**src/hw/rtl/dtw_pkg.sv**
```systemverilog
// ----------------------------------------------------------------------------
// dtw_pkg
// Shared widths, depths and register indexes for the trigger window generator.
// ----------------------------------------------------------------------------
package dtw_pkg;

	localparam int DELAY_DEPTH = 64;
	localparam int DELAY_AW    = (DELAY_DEPTH > 1) ? $clog2(DELAY_DEPTH) : 1;
	localparam int FILL_W      = $clog2(DELAY_DEPTH + 1);

	localparam int SAMPLE_W = 16;
	localparam int TICK_W   = 32;
	localparam int DELAY_W  = 6;
	localparam int THR_W    = 16;
	localparam int PRE_W    = 16;
	localparam int LEN_W    = 16;

	// width for the circular read address math
	localparam int PTR_CALC_W = ((DELAY_AW > DELAY_W) ? DELAY_AW : DELAY_W) + 1;

	localparam int CFG_IDX_W  = 4;
	localparam int CFG_DATA_W = 16;

	localparam logic [CFG_IDX_W-1:0] REG_DELAY_TICKS    = CFG_IDX_W'(0);
	localparam logic [CFG_IDX_W-1:0] REG_RISE_THRESHOLD = CFG_IDX_W'(1);
	localparam logic [CFG_IDX_W-1:0] REG_PRE_TRIGGER    = CFG_IDX_W'(2);
	localparam logic [CFG_IDX_W-1:0] REG_WINDOW_LENGTH  = CFG_IDX_W'(3);

	localparam logic [DELAY_W-1:0] DELAY_TICKS_RST    = DELAY_W'(4);
	localparam logic [THR_W-1:0]   RISE_THRESHOLD_RST = THR_W'(100);
	localparam logic [PRE_W-1:0]   PRE_TRIGGER_RST    = PRE_W'(0);
	localparam logic [LEN_W-1:0]   WINDOW_LENGTH_RST  = LEN_W'(1000);

endpackage

```
**src/hw/rtl/dtw_in_if.sv**
```systemverilog
// ----------------------------------------------------------------------------
// dtw_in_if
// Sample stream channel: one ADC sample with its tick and range-end mark.
// ----------------------------------------------------------------------------
interface dtw_in_if;
	import dtw_pkg::*;

	logic                valid;
	logic                ready;
	logic [SAMPLE_W-1:0] sample;
	logic [TICK_W-1:0]   tick;
	logic                last_of_range;

	modport source(output valid, sample, tick, last_of_range, input ready);
	modport sink(input valid, sample, tick, last_of_range, output ready);
endinterface

```
**src/hw/rtl/dtw_out_if.sv**
```systemverilog
// ----------------------------------------------------------------------------
// dtw_out_if
// Window channel: start and end tick of one readout window.
// ----------------------------------------------------------------------------
interface dtw_out_if;
	import dtw_pkg::*;

	logic              valid;
	logic              ready;
	logic [TICK_W-1:0] window_start;
	logic [TICK_W-1:0] window_end;
	logic              cut_at_range_end;

	modport source(output valid, window_start, window_end, cut_at_range_end, input ready);
	modport sink(input valid, window_start, window_end, cut_at_range_end, output ready);
endinterface

```
**src/hw/rtl/dtw_cfg_if.sv**
```systemverilog
// ----------------------------------------------------------------------------
// dtw_cfg_if
// Register write channel: register index and write data.
// ----------------------------------------------------------------------------
interface dtw_cfg_if;
	import dtw_pkg::*;

	logic                  valid;
	logic                  ready;
	logic [CFG_IDX_W-1:0]  index;
	logic [CFG_DATA_W-1:0] data;

	modport source(output valid, index, data, input ready);
	modport sink(input valid, index, data, output ready);
endinterface

```
**src/hw/rtl/dtw_delay_line.sv**
```systemverilog
// ----------------------------------------------------------------------------
// dtw_delay_line
// Circular sample buffer. Each write also reads the sample lag writes back;
// read data is registered and comes from before the same-cycle write.
// ----------------------------------------------------------------------------
module dtw_delay_line (
	input  logic                         clk,
	input  logic                         arst_n,
	input  logic                         wr_en,
	input  logic [dtw_pkg::SAMPLE_W-1:0] wr_data,
	input  logic [dtw_pkg::DELAY_W-1:0]  lag,
	output logic [dtw_pkg::SAMPLE_W-1:0] rd_data
);
	import dtw_pkg::*;

	logic [SAMPLE_W-1:0]   mem [DELAY_DEPTH];
	logic [DELAY_AW-1:0]   wptr_q;
	logic [PTR_CALC_W-1:0] ra_wide;
	logic [PTR_CALC_W-1:0] ra_fold;
	logic [DELAY_AW-1:0]   ra;

	// lag never exceeds the depth, so one fold brings the address in range
	always_comb begin
		ra_wide = PTR_CALC_W'(wptr_q) + PTR_CALC_W'(DELAY_DEPTH) - PTR_CALC_W'(lag);
		if (ra_wide >= PTR_CALC_W'(DELAY_DEPTH)) begin
			ra_fold = ra_wide - PTR_CALC_W'(DELAY_DEPTH);
		end else begin
			ra_fold = ra_wide;
		end
		ra = ra_fold[DELAY_AW-1:0];
	end

	always_ff @(posedge clk or negedge arst_n) begin
		if (!arst_n) begin
			wptr_q <= '0;
		end else if (wr_en) begin
			if (32'(wptr_q) == DELAY_DEPTH - 1) begin
				wptr_q <= '0;
			end else begin
				wptr_q <= wptr_q + DELAY_AW'(1);
			end
		end
	end

	always_ff @(posedge clk) begin
		if (wr_en) begin
			rd_data     <= mem[ra];
			mem[wptr_q] <= wr_data;
		end
	end

endmodule

```
**src/hw/rtl/derivative_trigger_windows.sv**
```systemverilog
// ----------------------------------------------------------------------------
// derivative_trigger_windows
// Self-trigger window generator: opens a readout window when a sample rises
// above its delayed copy by more than the threshold, emits it once closed.
// ----------------------------------------------------------------------------
// The sample that closes a window is registered in the compare stage (buffer
// read and compare), then the window in the output register. One sample per
// cycle while the output takes windows; the buffer reads and writes each beat.
// Reset: registers take their default values, the window state and sample
// count clear at once; buffer contents stay unknown and are never used.
// ----------------------------------------------------------------------------
module derivative_trigger_windows (
	input  logic      clk,
	input  logic      arst_n,
	dtw_cfg_if.sink   cfg,
	dtw_in_if.sink    samples,
	dtw_out_if.source windows
);
	import dtw_pkg::*;

	// configuration
	logic [DELAY_W-1:0] delay_q;
	logic [THR_W-1:0]   thr_q;
	logic [PRE_W-1:0]   pre_q;
	logic [LEN_W-1:0]   len_q;

	assign cfg.ready = 1'b1;

	always_ff @(posedge clk or negedge arst_n) begin
		if (!arst_n) begin
			delay_q <= DELAY_TICKS_RST;
			thr_q   <= RISE_THRESHOLD_RST;
			pre_q   <= PRE_TRIGGER_RST;
			len_q   <= WINDOW_LENGTH_RST;
		end else if (cfg.valid) begin
			case (cfg.index)
				REG_DELAY_TICKS:    delay_q <= cfg.data[DELAY_W-1:0];
				REG_RISE_THRESHOLD: thr_q   <= cfg.data[THR_W-1:0];
				REG_PRE_TRIGGER:    pre_q   <= cfg.data[PRE_W-1:0];
				REG_WINDOW_LENGTH:  len_q   <= cfg.data[LEN_W-1:0];
				default: ;
			endcase
		end
	end

	// input side
	logic                in_beat;
	logic [DELAY_W-1:0]  lag;
	logic [FILL_W-1:0]   fill_q;
	logic [PRE_W:0]      back_sum;
	logic [SAMPLE_W-1:0] old_rd;

	assign in_beat = samples.valid && samples.ready;
	assign lag     = (32'(delay_q) > DELAY_DEPTH) ? DELAY_W'(DELAY_DEPTH) : delay_q;
	assign back_sum = (PRE_W+1)'(lag) + (PRE_W+1)'(pre_q);

	dtw_delay_line u_delay (
		.clk     (clk),
		.arst_n  (arst_n),
		.wr_en   (in_beat),
		.wr_data (samples.sample),
		.lag     (lag),
		.rd_data (old_rd)
	);

	always_ff @(posedge clk or negedge arst_n) begin
		if (!arst_n) begin
			fill_q <= '0;
		end else if (in_beat) begin
			if (samples.last_of_range) begin
				fill_q <= '0;
			end else if (32'(fill_q) < DELAY_DEPTH) begin
				fill_q <= fill_q + FILL_W'(1);
			end
		end
	end

	// compare stage
	logic                valid_s1;
	logic [SAMPLE_W-1:0] sample_s1;
	logic                last_s1;
	logic                cmp_s1;
	logic                self_s1;
	logic [TICK_W:0]     earlier_s1;  // two's complement, may go negative
	logic [TICK_W+1:0]   base_s1;     // earlier - pre_trigger
	logic [TICK_W-1:0]   tick_m1_s1;

	logic                firing_q;
	logic [TICK_W-1:0]   open_start_q;
	logic [TICK_W-1:0]   open_end_q;

	logic [SAMPLE_W-1:0] old_s1;
	logic [SAMPLE_W:0]   rise;
	logic                crossed;
	logic                reached;
	logic [TICK_W+1:0]   end_sum;
	logic [TICK_W-1:0]   end_clamp;
	logic [TICK_W-1:0]   start_clamp;
	logic                s1_res;
	logic                s1_go;
	logic                s1_fire;
	logic                out_free;

	logic                out_valid_q;
	logic [TICK_W-1:0]   win_start_q;
	logic [TICK_W-1:0]   win_end_q;
	logic                win_cut_q;

	always_comb begin
		old_s1  = self_s1 ? sample_s1 : old_rd;
		rise    = {1'b0, sample_s1} - {1'b0, old_s1};
		crossed = !rise[SAMPLE_W] && (rise[SAMPLE_W-1:0] > thr_q);
		reached = !earlier_s1[TICK_W] && (earlier_s1[TICK_W-1:0] >= open_end_q);

		end_sum = base_s1 + (TICK_W+2)'(len_q);
		if (end_sum[TICK_W+1]) begin
			end_clamp = '0;
		end else if (end_sum[TICK_W]) begin
			end_clamp = '1;
		end else begin
			end_clamp = end_sum[TICK_W-1:0];
		end
		start_clamp = base_s1[TICK_W+1] ? '0 : base_s1[TICK_W-1:0];

		if (last_s1) begin
			s1_res = firing_q;
		end else begin
			s1_res = cmp_s1 && !crossed && firing_q && reached;
		end
	end

	assign out_free      = !out_valid_q || windows.ready;
	assign s1_go         = !valid_s1 || !s1_res || out_free;
	assign s1_fire       = valid_s1 && s1_go;
	assign samples.ready = s1_go;

	always_ff @(posedge clk or negedge arst_n) begin
		if (!arst_n) begin
			valid_s1 <= 1'b0;
		end else if (s1_go) begin
			valid_s1 <= in_beat;
		end
	end

	always_ff @(posedge clk) begin
		if (in_beat) begin
			sample_s1  <= samples.sample;
			last_s1    <= samples.last_of_range;
			cmp_s1     <= 32'(fill_q) >= 32'(lag);
			self_s1    <= (lag == '0);
			earlier_s1 <= {1'b0, samples.tick} - (TICK_W+1)'(lag);
			base_s1    <= {2'b00, samples.tick} - (TICK_W+2)'(back_sum);
			tick_m1_s1 <= (samples.tick == '0) ? '0 : samples.tick - TICK_W'(1);
		end
	end

	always_ff @(posedge clk or negedge arst_n) begin
		if (!arst_n) begin
			firing_q     <= 1'b0;
			open_start_q <= '0;
			open_end_q   <= '0;
		end else if (s1_fire) begin
			if (last_s1) begin
				firing_q     <= 1'b0;
				open_start_q <= '0;
				open_end_q   <= '0;
			end else if (cmp_s1) begin
				if (crossed) begin
					firing_q   <= 1'b1;
					open_end_q <= end_clamp;
					if (!firing_q) begin
						open_start_q <= start_clamp;
					end
				end else if (firing_q && reached) begin
					firing_q <= 1'b0;
				end
			end
		end
	end

	// output register
	always_ff @(posedge clk or negedge arst_n) begin
		if (!arst_n) begin
			out_valid_q <= 1'b0;
		end else if (s1_fire && s1_res) begin
			out_valid_q <= 1'b1;
		end else if (windows.ready) begin
			out_valid_q <= 1'b0;
		end
	end

	always_ff @(posedge clk) begin
		if (s1_fire && s1_res) begin
			win_start_q <= open_start_q;
			win_end_q   <= last_s1 ? tick_m1_s1 : open_end_q;
			win_cut_q   <= last_s1;
		end
	end

	assign windows.valid            = out_valid_q;
	assign windows.window_start     = win_start_q;
	assign windows.window_end       = win_end_q;
	assign windows.cut_at_range_end = win_cut_q;

endmodule
```
**src/flat_wrapper.sv**
```systemverilog
// flat-port wrapper written by rule: the top's interface ports become plain ports
module derivative_trigger_windows_flat import dtw_pkg::*;
  (clk, arst_n, cfg_valid, cfg_index, cfg_data, cfg_ready, samples_valid, samples_sample, samples_tick, samples_last_of_range, samples_ready, windows_valid, windows_window_start, windows_window_end, windows_cut_at_range_end, windows_ready);
  dtw_cfg_if cfg_i ();
  dtw_in_if samples_i ();
  dtw_out_if windows_i ();
  input  logic clk;
  input  logic arst_n;
  input wire logic [$bits(cfg_i.valid)-1:0] cfg_valid;
  input wire logic [$bits(cfg_i.index)-1:0] cfg_index;
  input wire logic [$bits(cfg_i.data)-1:0] cfg_data;
  output wire logic [$bits(cfg_i.ready)-1:0] cfg_ready;
  input wire logic [$bits(samples_i.valid)-1:0] samples_valid;
  input wire logic [$bits(samples_i.sample)-1:0] samples_sample;
  input wire logic [$bits(samples_i.tick)-1:0] samples_tick;
  input wire logic [$bits(samples_i.last_of_range)-1:0] samples_last_of_range;
  output wire logic [$bits(samples_i.ready)-1:0] samples_ready;
  output wire logic [$bits(windows_i.valid)-1:0] windows_valid;
  output wire logic [$bits(windows_i.window_start)-1:0] windows_window_start;
  output wire logic [$bits(windows_i.window_end)-1:0] windows_window_end;
  output wire logic [$bits(windows_i.cut_at_range_end)-1:0] windows_cut_at_range_end;
  input wire logic [$bits(windows_i.ready)-1:0] windows_ready;
  assign cfg_i.valid = cfg_valid;
  assign cfg_i.index = cfg_index;
  assign cfg_i.data = cfg_data;
  assign cfg_ready = cfg_i.ready;
  assign samples_i.valid = samples_valid;
  assign samples_i.sample = samples_sample;
  assign samples_i.tick = samples_tick;
  assign samples_i.last_of_range = samples_last_of_range;
  assign samples_ready = samples_i.ready;
  assign windows_valid = windows_i.valid;
  assign windows_window_start = windows_i.window_start;
  assign windows_window_end = windows_i.window_end;
  assign windows_cut_at_range_end = windows_i.cut_at_range_end;
  assign windows_i.ready = windows_ready;
  derivative_trigger_windows u_core (.clk(clk), .arst_n(arst_n), .cfg(cfg_i), .samples(samples_i), .windows(windows_i));
endmodule
```
**config.mk**
```make
export PLATFORM = sky130hd
export DESIGN_NAME = derivative_trigger_windows_flat
export DESIGN_NICKNAME = d
export VERILOG_FILES = /design/src/hw/rtl/dtw_pkg.sv /design/src/hw/rtl/dtw_in_if.sv /design/src/hw/rtl/dtw_out_if.sv /design/src/hw/rtl/dtw_cfg_if.sv /design/src/hw/rtl/dtw_delay_line.sv /design/src/hw/rtl/derivative_trigger_windows.sv /design/src/flat_wrapper.sv
export SDC_FILE = /design/constraint.sdc
export NUM_CORES = 1
export LEC_CHECK = 0
export BUFFER_PORTS_ARGS = -buffer_cell sky130_fd_sc_hd__buf_2
export CAP_MARGIN = 20
export CORE_ASPECT_RATIO = 0.8
export CORE_MARGIN = 2
export CORE_UTILIZATION = 45
export CTS_CLUSTER_SIZE = 20
export DETAILED_ROUTE_END_ITERATION = 6
export PLACE_DENSITY = 0.66
export RECOVER_POWER = 50
export SETUP_SLACK_MARGIN = 0.3
export SLEW_MARGIN = 20
export SYNTH_ARGS = -nofsm -noshare
export SYNTH_HDL_FRONTEND = slang
export SYNTH_SLANG_ARGS = --single-unit
```
**constraint.sdc**
```tcl
create_clock -name clk -period 7.7 [get_ports clk]
set_clock_uncertainty 0.2 [all_clocks]
set_input_delay 1.54 -clock clk [delete_from_list [all_inputs] [get_ports clk]]
set_output_delay 1.54 -clock clk [all_outputs]
set_load 0.1 [all_outputs]
```
After elaboration in Yosys (flattened, before gate mapping)
Memory sizes are Yosys's and may differ from the RTL's. A register that Yosys moved wholly into a read port is not among the register bits.
Cells that the tools add are included.

storage, ports and cells
  register bits = 317
  memory bits (writable) = 1,024
  input port bits = 74
  output and inout port bits = 68
  word-level logic and storage cells = 102
  memories kept = 1

operators by class
  $add $sub $neg = 11
  $lt $le $gt $ge = 5
  eq/ne operators = 5
  multiplexer cells = 25
  reduce and logical (&&, ||, !) cells = 34

memory list
  memory              depth  bits a word  read ports  clocked after memory_dff  write ports  RTL line              source
  u_core.u_delay.mem  64     16           1           1                         1            dtw_delay_line.sv:16  logic [SAMPLE_W-1:0] mem [DELAY_DEPTH];

operators by type and width
  operator                 count
  $mux W32                 11
  $add A34 B16 Y34         1
  $sub A32 B17 Y33         1
  $sub A32 B6 Y33          1
  $ge A32 B32 Y1           1
  $logic_not A32 Y1        1
  $sub A32 B1 Y32 const B  1
  $add A6 B16 Y17          1
  $sub A16 B16 Y17         1
  $gt A16 B16 Y1           1
  $mux W16                 1
  $mux W7                  2
  $mux W6                  2
  $reduce_and A2 Y1        5
  $logic_and A1 B1 Y1      9
  $mux W1                  9
  $eq A4 B2 Y1 const B     2
  $reduce_bool A2 Y1       4
  $add A6 B7 Y7 const B    1
  $add A7 B1 Y7 const B    1
  $ge A7 B6 Y1             1
  $ge A7 B7 Y1 const B     1
  $lt A7 B7 Y1 const B     1
  $sub A7 B6 Y7            1
  12 further kinds         20

Longest topological paths before layout
  depth after elaboration = 15
  mapped depth = 23
  mapped depth without buffers = 21

By module
Synthesis repeated with hierarchy kept, for this count alone.

unflattened totals
  cell total of the unflattened synthesis = 3,395
  area total of the unflattened synthesis = 58,257.1 um2

by module, submodules not included
  module                      instances  cells each  area an instance (um2)  seq. area each (um2)
  dtw_delay_line              1          1,768       40,915.5                31,380.1
  derivative_trigger_windows  1          1,627       17,341.6                8,680.8

Worst setup path after synthesis
No wires, ideal clock.

  path type = register -> register
  start = register u_core.self_s1
  end = register u_core.win_cut_q, in the netlist u_core.windows.cut_at_range_end (enable)
  library setup time = 0.489 ns
  arrival time = 6.921 ns
  data required time = 7.011 ns
  setup slack = 0.090 ns
  stages on the path, launching flop included = 22
  path buffers = 1
  clock period less this slack = 7.610 ns
  cells stage by stage = edfxtp_1 clkbuf_1 mux2_2 ha_1 fa_1 nand2b_1 a21oi_1 a2111oi_4 nor2b_1 o21ai_0 a21o_1 a21oi_1 xnor2_1 ha_1 and3_1 nand3_1 a2111oi_0 a211oi_1 a311oi_4 a21oi_1 o211ai_1 nor2_1

on the way
  word-level cells in the longest chain between the ends = 14
  elaborated cells between the ends (all ways) = 15
  classes of those cells = 1 x add/sub; 1 x order compare; 2 x mux; 11 x reduce/logical

RTL lines
  what                                                       RTL line                           source
  start, declared                                            derivative_trigger_windows.sv:83   logic self_s1;
  start signal, assigned                                     derivative_trigger_windows.sv:150  self_s1 <= (lag == '0);
  $mux W16 (*)                                               derivative_trigger_windows.sv:110  old_s1 = self_s1 ? sample_s1 : old_rd;
  $sub A16 B16 Y17 (*)                                       derivative_trigger_windows.sv:111  rise = {1'b0, sample_s1} - {1'b0, old_s1};
  $gt A16 B16 Y1 / $logic_not A1 Y1 (equally long branches)  derivative_trigger_windows.sv:112  crossed = !rise[SAMPLE_W] && (rise[SAMPLE_W-1:0] > thr_q);
  $logic_and A1 B1 Y1 (*)                                    derivative_trigger_windows.sv:112
  $logic_not A1 Y1 (*)                                       derivative_trigger_windows.sv:128  s1_res = cmp_s1 && !crossed && firing_q && reached;
  $logic_and A1 B1 Y1 (*) (3 in a row)                       derivative_trigger_windows.sv:128
  $mux W1 (*)                                                derivative_trigger_windows.sv:125  if (last_s1) begin
  $logic_not A1 Y1                                           derivative_trigger_windows.sv:133  assign s1_go = !valid_s1 || !s1_res || out_free;
  $logic_or A1 B1 Y1 (2 in a row)                            derivative_trigger_windows.sv:133
  $logic_and A1 B1 Y1                                        derivative_trigger_windows.sv:134  assign s1_fire = valid_s1 && s1_go;
  $logic_and A1 B1 Y1 (*)                                    derivative_trigger_windows.sv:193  if (s1_fire && s1_res) begin
  end signal, assigned                                       derivative_trigger_windows.sv:196  win_cut_q <= last_s1;
  end, declared                                              derivative_trigger_windows.sv:107  logic win_cut_q;

Mark *: on every way between the ends. The rest lies on a longest branch, timed or not.
A chain may end at the register's enable or synchronous reset.

Worst setup path in the final report
  start = register u_core.self_s1
  end = output samples_ready

on the way
  word-level cells in the longest chain between the ends = 12
  elaborated cells between the ends (all ways) = 13
  classes of those cells = 1 x add/sub; 1 x order compare; 2 x mux; 9 x reduce/logical

RTL lines
  what                                                       RTL line                           source
  $mux W16 (*)                                               derivative_trigger_windows.sv:110
  $sub A16 B16 Y17 (*)                                       derivative_trigger_windows.sv:111
  $gt A16 B16 Y1 / $logic_not A1 Y1 (equally long branches)  derivative_trigger_windows.sv:112
  $logic_and A1 B1 Y1 (*)                                    derivative_trigger_windows.sv:112
  $logic_not A1 Y1 (*)                                       derivative_trigger_windows.sv:128
  $logic_and A1 B1 Y1 (*) (3 in a row)                       derivative_trigger_windows.sv:128
  $mux W1 (*)                                                derivative_trigger_windows.sv:125
  $logic_not A1 Y1 (*)                                       derivative_trigger_windows.sv:133
  $logic_or A1 B1 Y1 (*) (2 in a row)                        derivative_trigger_windows.sv:133
  end, declared                                              flat_wrapper.sv:17                 output wire logic [$bits(samples_i.ready)-1:0] samples_ready;

Marked as above.

==> qor.csv <==
stage;metric;value;unit
place;place_congestion;0.884;
setup_path;cp_slowest_cell;fa_2;
detailed_routing;vias_per_cell;5.90;
floorplanning;core;127000;um^2
sta;final.min_clock_period;7.14;ns
synth;synthAdderAreaFrac;3.17;%
floorplanning;num_rows;117;
clock_tree;insertion_delay;0.78;ns
synth;avgSynthCellArea;18.0;um^2
synth;synth_seq_area_share;69.9;%
global_route;grt_max_degree;72;
floorplanning;die-area;130000;um^2
synth;synthCells;3188;
sta;drv_slew;1263;
clock_tree;cts_buffers;135;
global_route;grt_pass1_wl;204000;um
global_route;antenna_found_initial;9;
detailed_routing;drc;0;
global_route;grt_usage;21.5;%
global_route;grt_remaining_overflow;0;
sta;setup_viol;0;
finish;finalInstanceArea;65200;um^2
power;p_leak;0.0219;uW
detailed_routing;wl_per_cell;26.9;um
global_route;grt_pass1_vias;29700;
power;ir_drop;0.472;mV
synth;synth-seq-cells;1356;
setup_path;arrival;5.40;ns
finish;layout-drive-gt1-share;23.3;%
setup_path;path_cells;buf_6 -> mux2_2 -> ha_1 -> fa_2 -> nand2b_1 -> a21oi_2 -> a2111oi_4 -> nor2b_1 -> o21ai_1 -> a21o_1 -> a21oi_1 -> xnor2_1 -> ha_1 -> and3_1 -> nand3_2 -> a2111oi_4 -> a211oi_2 -> a311oi_4 -> a21oi_1 -> o211ai_1 -> or2_4 -> buf_12;
sta;period_share;92.8;%
finish;fillers;10200;
synth;synth_top_family_by_area;multiplexers;
place;place_area;60800;um^2
sta;rsz0062_at_grt;no;
sta;setup_tns;0;ns
finish;stdcell_count;5202;
floorplanning;start_util;45.2;%
sta;worst_slack;0.555;ns
synth;async_flop_share;9.88;%
place;detailedPlace.worstSlack;0.680;ns
sta;max_freq;0.140;GHz
synth;synth_top_area_cell;edfxtp_1;
detailed_routing;vias;30700;
clock_tree;cts_hold_buf;0;
sta;hold_viol_final;0;
setup_path;cp-end-kind;output pin;
detailed_routing;drt_iter0_markers;3301;
worst_hold_path;min_path_type;flip-flop to flip-flop;
place;portBuffers;140;
setup_path;setup.worst_path.start_class;flip-flop;
clock_tree;cts_buffer_depth;3;
finish;multi_input_area;16600;um^2
synth;synth_area;57300;um^2
floorplanning;die_y;323;um
clock_tree;cts_tree;built;
run_status;status;finished with violations;
synth;synth_top_area_share;64.1;%
setup_path;cp_top_family;compound AO/OA/AOI/OAI gates;
run;maxCapViolations;19;
setup_path;worstPathRequired;5.96;ns
detailed_routing;ant_nets;0;
clock_tree;clock_sinks;1356;
finish;nets;3636;
place;dp_hpwl;87700;um
setup_path;cpPeakStageDelay;0.36;ns
run_status;violations;capacitance limit, slew limit;
synth;synth_fp_nets;3401;
synth;synth-compound-area-share;4.47;%
setup_path;cp_num_buf_inv;2;
place;dp_cells;4949;
detailed_routing;drt_wl_total;140000;um
clock_tree;cts_root_buf;clkbuf_16;
setup_path;critical_path_class;flip-flop to output pin;
detailed_routing;dr.pass1.iters;7;
synth;synthSimpleGateAreaFrac;4.70;%
synth;synthMuxAreaShare;14.0;%
power;p_per_area;393;nW/um^2
synth;yosysUniqueCellTypes;80;
floorplanning;die_x;403;um
sta;tightestPinTransition;3.85;ns
synth;yosys_most_used_dff;edfxtp_1;
synth;yosysWarningCount;0;
synth;synth_edf_count;1222;
clock_tree;cts.htree.levels;4;
synth;synthTopCellsByArea;edfxtp_1, mux4_2, dfrtp_1;
synth;synth_xor_area_share;1.82;%
sta;relSlewSlack;-157;%
finish;regArea;40100;um^2
power;power;25600;uW
finish;syn_to_final_growth;13.8;%
clock_tree;path_clk_slew;0.06;ns
setup_path;crit_fanout;9;
floorplanning;io-pin-count;142;
cell type report:
class / instances / area share (%)
diodes: 3 / 0.0115
clock buffers: 160 / 5.39
clock inverters: 87 / 1.52
inverters: 129 / 0.751
multi-input cells: 1553 / 25.4
flip-flops and latches: 1356 / 61.5
well taps: 1666 / 3.20
repair buffers: 248 / 2.26
state kept, by name, indices dropped and copies added (netlist names), 6 cells and up:
| signal | count |
|---|---|
| u_core.u_delay.mem | 1024 |
| u_core.base_s1 | 33 |
| u_core.earlier_s1 | 33 |
| u_core.open_end_q | 32 |
| u_core.open_start_q | 32 |
| u_core.tick_m1_s1 | 32 |
| u_core.windows.window_end | 32 |
| u_core.windows.window_start | 32 |
| u_core.len_q | 16 |
| u_core.pre_q | 16 |
| u_core.sample_s1 | 16 |
| u_core.thr_q | 16 |
| u_core.u_delay.rd_data | 16 |
| u_core.fill_q | 7 |
| u_core.delay_q | 6 |
| u_core.u_delay.wptr_q | 6 |
placed cells by master, fill, tap and decap left out, types with 24 or more instances in the layout:
master	instances
nor2_1	87
nor2b_1	34
nand2_1	134
dfrtp_1	123
mux2i_1	31
nand3_1	31
clkbuf_1	113
clkbuf_16	137
and3_1	31
a21oi_1	80
nor4_2	39
clkinv_1	26
a22o_1	62
edfxtp_1	1222
inv_1	127
o21ai_0	96
mux4_2	320
buf_4	82
a21o_1	25
xnor2_1	77
a211oi_1	24
ha_1	128
nor3_1	32
mux2_2	44
buf_2	65
xor2_1	36
report_power, final:
part           leakage [uW]  internal, uW  switching (uW)
Sequential           0.0128          8760             351
Combinational       0.00693          4030            5790
Clock               0.00218          3840            2860
Total                0.0219         16600            9000
metal layers:
layer	track usage [%]	part of all wire, %
met4	6.07	2.2
met1	32.9	45
met5	0	0
met3	4.37	8.5
met2	31.3	44
synthesized netlist by cell type (11+ instances only):
library cell,n
nor2b_1,34
inv_1,127
buf_1,28
mux2_2,45
clkbuf_1,100
dfrtp_1,124
nand3_1,32
edfxtp_1,1222
a22o_1,62
and3_1,31
nand2_1,135
nand2b_1,18
a21o_1,25
ha_1,129
o21a_1,18
nor3_1,41
mux2i_1,31
xnor2_1,81
a211oi_1,25
buf_2,19
or3_1,22
o211ai_1,11
a21oi_1,82
nor4_1,53
o21ai_0,97
mux4_2,320
nor2_1,88
nand4_1,22
xor2_1,36
worst reg2reg max path, stage by stage (launching register included):
cell and delay [ns]:
edfxtp_1 0.35, buf_6 0.16, mux2_2 0.35, ha_1 0.21, fa_2 0.36, nand2b_1 0.19
a21oi_2 0.21, a2111oi_4 0.09, nor2b_1 0.15, o21ai_1 0.16, a21o_1 0.14, a21oi_1 0.07
xnor2_1 0.14, ha_1 0.27, and3_1 0.20, nand3_2 0.13, a2111oi_4 0.34, a211oi_2 0.10
a311oi_4 0.25, buf_4 0.20, a211oi_4 0.08, or2_2 0.70, buf_12 0.39, nor3_2 0.48
buf_4 0.30
path summary, 6_finish.rpt:
path	startpoint	endpoint	slack, ns	cells after the start
setup / recovery	u_core.self_s1	samples_ready	0.56	22
hold / removal	u_core.open_start_q[6]	u_core.windows.window_start[6]	0.25	0
setup reg to reg	u_core.self_s1	u_core.u_delay.mem[63][10]	1.17	24
hold reg to reg	u_core.open_start_q[6]	u_core.windows.window_start[6]	0.25	0
max in group asynchronous	arst_n	u_core.u_delay.wptr_q[2]	2.16	2
min in group asynchronous	arst_n	u_core.windows.valid	1.73	1
stage by stage:
step / hold slack (ns) / utilization (%)
2_1_floorplan: 0.225 / -
4_1_cts: 0.256 / 51.5
5_1_grt: 0.269 / 51.4
3_5_place_dp: 0.236 / 47.9
3_3_place_gp: 0.240 / 47.9
6_report: 0.253 / 51.4
logic make-up after synthesis:
family	after synthesis
buffers and inverters	279
adders and majority gates	139
other	1
DFF	1356
muxes	397
AOI/OAI and AO/OA	378
and+or+nand+nor	520
xor gates and xnor gates	118
repair_timing:
item                                   CTS  global route
pin swaps                                4             5
endpoints found under the hold margin    0             0
setup endpoints to repair                1             1
gates resized for setup                  3             7
buffers inserted                         3             0
No activity file was read; power rests on OpenSTA's default activity.
